**config.mk**
```make
export PLATFORM = sky130hd
export DESIGN_NAME = modbus_rtu_response_checker_unit
export DESIGN_NICKNAME = d
export VERILOG_FILES = /design/src/mbrc_pkg.sv /design/src/mbrc_frame_acc.sv /design/src/modbus_rtu_response_checker_unit.sv
export SDC_FILE = /design/constraint.sdc
export NUM_CORES = 1
export LEC_CHECK = 0
export ABC_AREA = 1
export ABC_CLOCK_PERIOD_IN_PS = 3200
export BUFFER_PORTS_ARGS = -buffer_cell sky130_fd_sc_hd__buf_4
export CORE_ASPECT_RATIO = 0.7
export CORE_MARGIN = 1
export CORE_UTILIZATION = 63
export CTS_BUF_LIST = sky130_fd_sc_hd__clkbuf_2
export DETAILED_ROUTE_END_ITERATION = 16
export GPL_TIMING_DRIVEN = 0
export PLACE_DENSITY = 0.84
export SETUP_SLACK_MARGIN = 0.15
export SLEW_MARGIN = 20
export SYNTH_ARGS = -nofsm -noshare
export SYNTH_HDL_FRONTEND = slang
export SYNTH_SLANG_ARGS = --single-unit
```
**constraint.sdc**
```tcl
create_clock -name clock -period 3.2 [get_ports clock]
set_clock_uncertainty 0.05 [all_clocks]
set_input_delay 0.16 -clock clock [delete_from_list [all_inputs] [get_ports clock]]
set_output_delay 0.16 -clock clock [all_outputs]
set_load 0.1 [all_outputs]
```
**src/mbrc_pkg.sv**
```systemverilog
package mbrc_pkg;

   // Frame buffer limit; bytes past this are dropped.
   localparam int MAX_FRAME_BYTES = 256;
   localparam int LEN_W           = 9;
   localparam int MIN_FRAME_BYTES = 3;

   localparam logic [15:0] CRC_INIT = 16'hFFFF;
   localparam logic [15:0] CRC_POLY = 16'hA001;

   localparam logic [7:0] FUNC_READ_HOLDING = 8'h03;
   localparam logic [7:0] FUNC_WRITE_SINGLE = 8'h06;

   localparam logic [1:0] STATUS_OK        = 2'd0;
   localparam logic [1:0] STATUS_TOO_SHORT = 2'd1;
   localparam logic [1:0] STATUS_CRC_ERR   = 2'd2;
   localparam logic [1:0] STATUS_BAD_FUNC  = 2'd3;

   typedef struct packed {
      logic [1:0]       status;
      logic [7:0]       func_code;
      logic [LEN_W-1:0] frame_length;
   } result_type;

   // One entry of the reflected CRC-16 table, built at elaboration where constant.
   function automatic logic [15:0] crc_table(input logic [7:0] idx);
      logic [15:0] c;
      c = {8'h00, idx};
      for (int k = 0; k < 8; k++) begin
         c = c[0] ? ((c >> 1) ^ CRC_POLY) : (c >> 1);
      end
      return c;
   endfunction

   function automatic logic [15:0] crc_feed(input logic [15:0] crc, input logic [7:0] b);
      return {8'h00, crc[15:8]} ^ crc_table(crc[7:0] ^ b);
   endfunction

endpackage

```
**src/mbrc_frame_acc.sv**
```systemverilog
module mbrc_frame_acc (
   input  logic                 clock,
   input  logic                 reset,
   input  logic                 accept,
   input  logic [7:0]           rx_byte,
   input  logic                 last_byte,
   output logic                 done,
   output mbrc_pkg::result_type result
);
   import mbrc_pkg::*;

   logic [15:0]      crc_ff, crc_in;
   logic [7:0]       held_one_ff, held_one_in;
   logic [7:0]       held_two_ff, held_two_in;
   logic [7:0]       func_ff, func_in;
   logic [LEN_W-1:0] count_ff, count_in;

   // values after taking the current byte, before any end-of-frame clear
   logic [15:0]      crc_nx;
   logic [7:0]       held_one_nx, held_two_nx, func_nx;
   logic [LEN_W-1:0] count_nx;
   logic             keep;
   logic [15:0]      rcvd_crc;

   assign keep = count_ff < LEN_W'(MAX_FRAME_BYTES);

   always_comb begin
      crc_nx      = crc_ff;
      func_nx     = func_ff;
      held_one_nx = held_one_ff;
      held_two_nx = held_two_ff;
      count_nx    = count_ff;
      if (keep) begin
         // the two newest bytes are held back as the trailing CRC
         if (count_ff >= LEN_W'(2)) begin
            crc_nx = crc_feed(crc_ff, held_one_ff);
         end
         if (count_ff == LEN_W'(1)) begin
            func_nx = rx_byte;
         end
         held_one_nx = held_two_ff;
         held_two_nx = rx_byte;
         count_nx    = count_ff + LEN_W'(1);
      end
   end

   assign rcvd_crc = {held_two_nx, held_one_nx};
   assign done     = accept && last_byte;

   always_comb begin
      if (count_nx < LEN_W'(MIN_FRAME_BYTES)) begin
         result.status = STATUS_TOO_SHORT;
      end else if (crc_nx != rcvd_crc) begin
         result.status = STATUS_CRC_ERR;
      end else if (func_nx == FUNC_READ_HOLDING || func_nx == FUNC_WRITE_SINGLE) begin
         result.status = STATUS_OK;
      end else begin
         result.status = STATUS_BAD_FUNC;
      end
      result.func_code    = (count_nx >= LEN_W'(2)) ? func_nx : 8'h00;
      result.frame_length = count_nx;
   end

   always_comb begin
      crc_in      = crc_ff;
      held_one_in = held_one_ff;
      held_two_in = held_two_ff;
      func_in     = func_ff;
      count_in    = count_ff;
      if (accept) begin
         if (last_byte) begin
            crc_in      = CRC_INIT;
            held_one_in = 8'h00;
            held_two_in = 8'h00;
            func_in     = 8'h00;
            count_in    = '0;
         end else begin
            crc_in      = crc_nx;
            held_one_in = held_one_nx;
            held_two_in = held_two_nx;
            func_in     = func_nx;
            count_in    = count_nx;
         end
      end
   end

   always_ff @(posedge clock) begin
      if (reset) begin
         crc_ff      <= CRC_INIT;
         held_one_ff <= 8'h00;
         held_two_ff <= 8'h00;
         func_ff     <= 8'h00;
         count_ff    <= '0;
      end else begin
         crc_ff      <= crc_in;
         held_one_ff <= held_one_in;
         held_two_ff <= held_two_in;
         func_ff     <= func_in;
         count_ff    <= count_in;
      end
   end

endmodule

```
**src/modbus_rtu_response_checker_unit.sv**
```systemverilog
// Modbus RTU response checker. Feed the received frame one byte per transaction in
// wire order, with req_last_byte set on the final byte. One byte is taken every
// clock cycle while req_stall is low; the CRC-16 update (one table lookup and XOR
// on the running value) sits between the frame state registers and the result
// register: the output register, or the skid entry while the output is held.
// Only the final byte yields a result transaction: status (too short, CRC
// mismatch, unsupported function code, checked in that order, else ok), the
// function code and the number of bytes kept (bytes past MAX_FRAME_BYTES are
// dropped). A two-entry result buffer lets input continue while a result is
// held; req_stall rises only when both entries are full.
module modbus_rtu_response_checker_unit (
   input  logic                       clock,
   input  logic                       reset,
   input  logic                       req_valid,
   output logic                       req_stall,
   input  logic [7:0]                 req_rx_byte,
   input  logic                       req_last_byte,
   output logic                       rsp_valid,
   input  logic                       rsp_stall,
   output logic [1:0]                 rsp_status,
   output logic [7:0]                 rsp_func_code,
   output logic [mbrc_pkg::LEN_W-1:0] rsp_frame_length
);
   import mbrc_pkg::*;

   logic       req_accept;
   logic       rsp_fire;
   logic       new_done;
   result_type new_result;

   // output register plus skid entry
   logic       out_valid_ff, out_valid_in;
   result_type out_data_ff,  out_data_in;
   logic       skid_valid_ff, skid_valid_in;
   result_type skid_data_ff,  skid_data_in;

   assign req_stall  = skid_valid_ff;
   assign req_accept = req_valid && !req_stall;
   assign rsp_fire   = out_valid_ff && !rsp_stall;

   mbrc_frame_acc u_frame_acc (
      .clock     (clock),
      .reset     (reset),
      .accept    (req_accept),
      .rx_byte   (req_rx_byte),
      .last_byte (req_last_byte),
      .done      (new_done),
      .result    (new_result)
   );

   always_comb begin
      out_valid_in  = out_valid_ff;
      out_data_in   = out_data_ff;
      skid_valid_in = skid_valid_ff;
      skid_data_in  = skid_data_ff;
      if (!out_valid_ff || rsp_fire) begin
         // output free: drain skid first; input is stalled while skid is full
         if (skid_valid_ff) begin
            out_valid_in  = 1'b1;
            out_data_in   = skid_data_ff;
            skid_valid_in = 1'b0;
         end else begin
            out_valid_in = new_done;
            out_data_in  = new_result;
         end
      end else if (new_done) begin
         // output held by a stall: park the new result
         skid_valid_in = 1'b1;
         skid_data_in  = new_result;
      end
   end

   always_ff @(posedge clock) begin
      if (reset) begin
         out_valid_ff  <= 1'b0;
         skid_valid_ff <= 1'b0;
      end else begin
         out_valid_ff  <= out_valid_in;
         skid_valid_ff <= skid_valid_in;
      end
   end

   always_ff @(posedge clock) begin
      out_data_ff  <= out_data_in;
      skid_data_ff <= skid_data_in;
   end

   assign rsp_valid        = out_valid_ff;
   assign rsp_status       = out_data_ff.status;
   assign rsp_func_code    = out_data_ff.func_code;
   assign rsp_frame_length = out_data_ff.frame_length;

endmodule

```
* After elaboration in Yosys (flattened, before gate mapping)
Cells that the tools add are included.
Widths: inputs -> output; s select.
** Word-level totals
- Bits in writable memories :: 0
- Latch bits :: 0
- Output and inout bits :: 21
- Register bits :: 89
- Logic and storage cells :: 69
- ROM bits :: 0
- Memories kept :: 0
** Operators by class
- Multiply operators :: 0
- Eq/ne operators :: 4
- Mux-type cells :: 26
- Div/mod/pow operators :: 0
- Shifts and indexed selects :: 0
- Bitwise logic cells :: 11
- Order comparisons :: 4
- Reductions and logical operators :: 10
- Add/sub/neg operators :: 1
** Operator list (number)
- $mux 16 :: 11
- $mux 8 :: 8
- $not 2->3 :: 7
- $mux 19 :: 1
- $ge 9x2->1 const B :: 2
- $mux 9 :: 2
- $ne 16x16->1 :: 1
- $xor 8x16->16 :: 1
- $add 9x1->9 const B :: 1
- $eq 9x1->1 const B :: 1
- $lt 9x2->1 const B :: 1
- $lt 9x9->1 const B :: 1
- $eq 8x2->1 const B :: 1
- $eq 8x3->1 const B :: 1
- $xor 8x8->8 :: 1
- $mux 2 :: 3
- $logic_and 1x1->1 :: 3
- $logic_not 1->1 :: 3
- $not 1->3 :: 1
- $logic_or 1x1->1 :: 2
- $reduce_and 2->1 :: 1
- $reduce_or 2->1 :: 1
- $mux 1 :: 1
- $not 1->1 :: 1

* Depth between registers and ports, before layout
- Word-level depth :: 24
- Mapped depth :: 21
- Depth with buffers taken out :: 21

* By module
From an unflattened synthesis, not the netlist that was laid out.
** Second synthesis, totals
- Cell total of the unflattened synthesis :: 705
- Area, all modules :: 4943.5 sq um
** By module, submodules not included
- mbrc_frame_acc :: times used 1, cells each 593, area each 3408.3 sq um, sequential area each 980.9 sq um
- modbus_rtu_response_checker_unit :: times used 1, cells each 112, area each 1535.2 sq um, sequential area each 1181.1 sq um

* Worst setup path before layout
No wires, ideal clock.
- Path kind :: reg-to-reg
- From :: reg out_valid_ff (netlist: rsp_valid)
- To :: reg skid_data_ff[0] (netlist name), enable pin
- Buffers on the path :: 0
- Stages on the path, launching flop included :: 3
- Arrival :: 3172 ps
- Setup slack :: -441 ps
- Clock period less this slack :: 3641 ps
- Data required time :: 2731 ps
- Library setup time :: 419 ps
- Path through :: dfxtp_1 > nand2_1 > nor3_1
** On the way
- Word-level cells in the longest chain between the ends :: 4
- Elaborated cells between the ends (all ways) :: 5
- Classes of those cells :: bitwise (1); reduce/logical (4)
** RTL lines
- from (decl) :: RTL line modbus_rtu_response_checker_unit.sv:32 : logic out_valid_ff, out_valid_in;
- from (signal assigned) :: RTL line modbus_rtu_response_checker_unit.sv:78 : out_valid_ff <= out_valid_in;
- $logic_not 1->1 / $logic_and 1x1->1 (equally long branches) :: RTL line modbus_rtu_response_checker_unit.sv:56, modbus_rtu_response_checker_unit.sv:39
- $logic_or 1x1->1 (*) :: RTL line modbus_rtu_response_checker_unit.sv:56 : if (!out_valid_ff || rsp_fire) begin
- $not 1->1 (no line) (*)
- $reduce_and 2->1 (no line) (*)
- to (signal assigned) :: RTL line modbus_rtu_response_checker_unit.sv:85 : skid_data_ff <= skid_data_in;
- to (decl) :: RTL line modbus_rtu_response_checker_unit.sv:35 : result_type skid_data_ff, skid_data_in;
Mark *: on every way between the ends. The rest lies on a longest branch, timed or not.
A chain may end at the register's enable or synchronous reset.

* Worst setup path after layout
- From :: reg skid_valid_ff (netlist: req_stall)
- To :: reg u_frame_acc.func_ff[4]
** On the way
- Word-level cells in the longest chain between the ends :: 2
** RTL lines
- from (decl) :: RTL line modbus_rtu_response_checker_unit.sv:34 : logic skid_valid_ff, skid_valid_in;
- from (signal assigned) :: RTL line modbus_rtu_response_checker_unit.sv:79 : skid_valid_ff <= skid_valid_in;
- $logic_not 1->1 :: RTL line modbus_rtu_response_checker_unit.sv:38 : assign req_accept = req_valid && !req_stall;
- $logic_and 1x1->1 :: RTL line modbus_rtu_response_checker_unit.sv:38
- to (signal assigned) :: RTL line mbrc_frame_acc.sv:98 : func_ff <= func_in;
- to (decl) :: RTL line mbrc_frame_acc.sv:15 : logic [7:0] func_ff, func_in;
Every way passes these cells.

==> qor.csv <==
stage,metric,value,unit
status,status,completed,
yosys,"EDFF count, synth",38,
yosys,Synth Warn #,0,
sta,RSZ-0062 raised after global routing,false,
global_routing,initial antenna violation count,0,
die,effective utilization at floorplan,0.655,
place,port bufs,32,
worst_setup_path,Startpoint Class,register,
worst_setup_path,CP max FO,10,
pwr,Clk pwr share,0.252,
layout,"leading cell type in the layout, fill and taps excluded",nand2_1,
sta,final clock period utilization by the worst path,0.888,
clock_network,H-tree depth,3,
clock_network,CTS sink cnt,89,
global_routing,largest net degree at the start of global routing,23,
sta,Worst-Margin Slew,0.940,ns
place,Placed Instances,804,
global_routing,vias in the first global route,4248,
pwr,NetSw,0.716,mW
pwr,sequential power share,0.560,
die,chip height,75.2,µm
yosys,count of cell types in the netlist,43,
clock_network,CTS tree,built,
clock_network,root buffer cell,clkbuf_2,
drt,top layer reached by signal wires,met4,
clock_network,later-pin clock latency in the skew report,0.56,ns
layout,FILL cells,561,
pwr,PD cells,410,nW/µm²
yosys,syn nets,689,
sta,Final setup viols,0,
layout,post-route insts no fill,833,
yosys,Synth Instances,674,
pwr,Power Internal,1.50,mW
sta,Final TNS setup,0,ns
yosys,synthesized area per cell,7.15,µm²
pwr,LEAKAGE,2.57,nW
drt,routed length on met1,5510,µm
die,# IOs,34,
drt,total number of vias,4718,
place,gpl congestion,0.995,
yosys,register area share after synthesis,0.449,
die,area of the core,7350,µm²
global_routing,GR Util All Layers,0.335,
yosys,"Async S/R FF share, synth",0,
yosys,Area contributors post-synth,"edfxtp_1, dfxtp_1, nand2_1",
pwr,Max rail drop VDD,0.000284,V
sta,Slew HR,0.372,
sta,max frequency,352,MHz
pwr,Comb power frac,0.189,
yosys,Synth Flop Type,dfxtp_1,
global_routing,GRT Residual Overflow,0,
hold_path,Hold WC Path Type,input pin to register,
worst_setup_path,Crit Path Category,register to register,
worst_setup_path,WP data required,3.68,ns
worst_setup_path,Critical Path AT,3.32,ns
layout,"commonest cells after routing, fill and taps aside","nand2_1, inv_1, dfxtp_1, nand3_1, a21oi_1",
sta,final hold violations,0,
clock_network,Worst-path clk slew,0.25,ns
place,dpl hpwl,9620,µm
layout,Total Nets Final,744,
die,Die ar.,8000,µm²
die,num rows,26,
global_routing,first-pass GRT wire length,20100,µm
flow_run,Max-Cap Viols,0,
drt,WL final,12900,µm
yosys,post-synth design cell area,4820,µm²
drt,Iter 0 DRT Violations,497,
die,Die X,107,µm
clock_network,maximum clock path buffer count,2,
yosys,post-synth top area cell,edfxtp_1,
sta,Slew Limit Fails,0,
clock_network,Post-CTS Repair Setup Buffers,0,
clock_network,Num CTS Buffers,9,
yosys,Yosys reg bits,89,
layout,layout cell share with drive strength beyond 1,0.108,
drt,vias per cell,5.66,
drt,met2 wire len,5570,µm
yosys,post-synth top area share,0.237,
drt,DR pass1 iterations,5,
drt,drt wl/cell,15.5,µm
drt,antenna-violating nets left,0,
pwr,Switching Fraction,0.323,
worst_setup_path,Worst Setup End Kind,register,
sta,Tmin final,2.84,ns
drt,Residual DRC,0,
drt,met3 WL,1550,µm
layout,Area growth syn-to-layout,12.5,%
-- critical path, cell delays in order, from the launching register on --
cell and delay [ns]:
dfxtp_1 0.38, clkbuf_1 0.25, inv_1 0.20, nand2_1 0.16
clkbuf_1 0.54, clkbuf_2 0.41, nand2_1 0.10, a21oi_1 0.16
dlygate4sd3_1 0.57
-- power groups by stage --
stage | clock [mW] | combinational, mW | sequential [mW]
6_report | 0.558 | 0.419 | 1.24
5_1_grt | 0.596 | 0.451 | 1.25
4_1_cts | 0.559 | 0.410 | 1.24
3_5_place_dp | 0 | 0.397 | 1.26
3_3_place_gp | 0 | 0.387 | 1.26
2_1_floorplan | 0 | 0.190 | 1.37
-- synth_stat cells (4+ instances only) --
cell type	count
nand2_2	10
edfxtp_1	38
xor2_1	9
inv_1	82
nand2_1	244
dfxtp_1	51
or2_2	5
nor2_1	24
o21ai_1	13
o211ai_1	5
buf_1	4
clkbuf_1	17
nand3_1	47
a21oi_1	45
o21ai_0	38
-- metal layers --
| layer | track usage | vias to the layer above |
|---|---|---|
| li1 | - | 2259 |
| met3 | 0.105 | 45 |
| met4 | 0.158 | 0 |
| met5 | 0 | - |
| met2 | 0.511 | 269 |
| met1 | 0.442 | 2145 |
-- state kept, by name (all words and copies together) (netlist names), 8 cells and up --
name / count
rsp_frame_length: 9
u_frame_acc.func_ff: 8
u_frame_acc.held_two_ff: 8
rsp_func_code: 8
u_frame_acc.crc_ff: 16
skid_data_ff: 19
u_frame_acc.held_one_ff: 8
u_frame_acc.count_ff: 9
-- final cells by class --
type                       count  area (µm²)  area share
buffer                        27         133      0.0245
clock buffer                   9        45.0     0.00831
inverter                      85         319      0.0589
antenna                        1        2.50    0.000462
multi-input combinational    473        2210       0.409
tap                           98         123      0.0226
timing repair buffer          44         360      0.0665
sequential                    89        2160       0.399
clock inverter                 7        61.3      0.0113
-- path summary, 6_finish.rpt --
kind                                                     startpoint                                 endpoint  slack (ns)  depth (start not counted)
worst min register to register  u_frame_acc.func_ff[7]$_SDFFE_PP0P_      u_frame_acc.func_ff[7]$_SDFFE_PP0P_        0.44                          2
worst max-delay path                         req_stall$_SDFFE_PP0P_      u_frame_acc.func_ff[4]$_SDFFE_PP0P_        0.36                          8
worst min-delay path                                 req_rx_byte[4]  u_frame_acc.held_two_ff[4]$_SDFFE_PP0P_        0.03                          5
worst max register to register               req_stall$_SDFFE_PP0P_      u_frame_acc.func_ff[4]$_SDFFE_PP0P_        0.36                          8
-- cell families after synthesis --
kind of cell	Yosys count	synth area share
AO/OA/AOI/OAI	111	0.125
XOR/XNOR	11	0.0200
adder cells (fa/ha/maj)	2	0.00520
buffers and inverters	112	0.0935
flip-flops	89	0.449
multiplexers	2	0.00442
AND/OR/NAND/NOR	347	0.302
-- repair_timing --
action | 4_1_cts | 5_1_grt
hold endpoints to repair | 15 | 0
setup endpoints to repair | 0 | 1
hold buffers | 12 | 0
resized for setup | 0 | 1
-- metrics by stage --
stage                     power (mW)  cell area [µm²]   util  setup WS [ns]  hold WS (ns)
after global routing            2.29             5420  0.737          0.249        0.0277
after detailed placement        1.66             5190  0.706          0.569         0.408
after global placement          1.65             5190  0.706          0.625         0.398
final                           2.22             5420  0.737          0.358        0.0342
after floorplan                 1.56             4830      -          0.387         0.304
after CTS                       2.21             5420  0.737          0.249       0.00740
No activity file was read; power rests on OpenSTA's default activity.
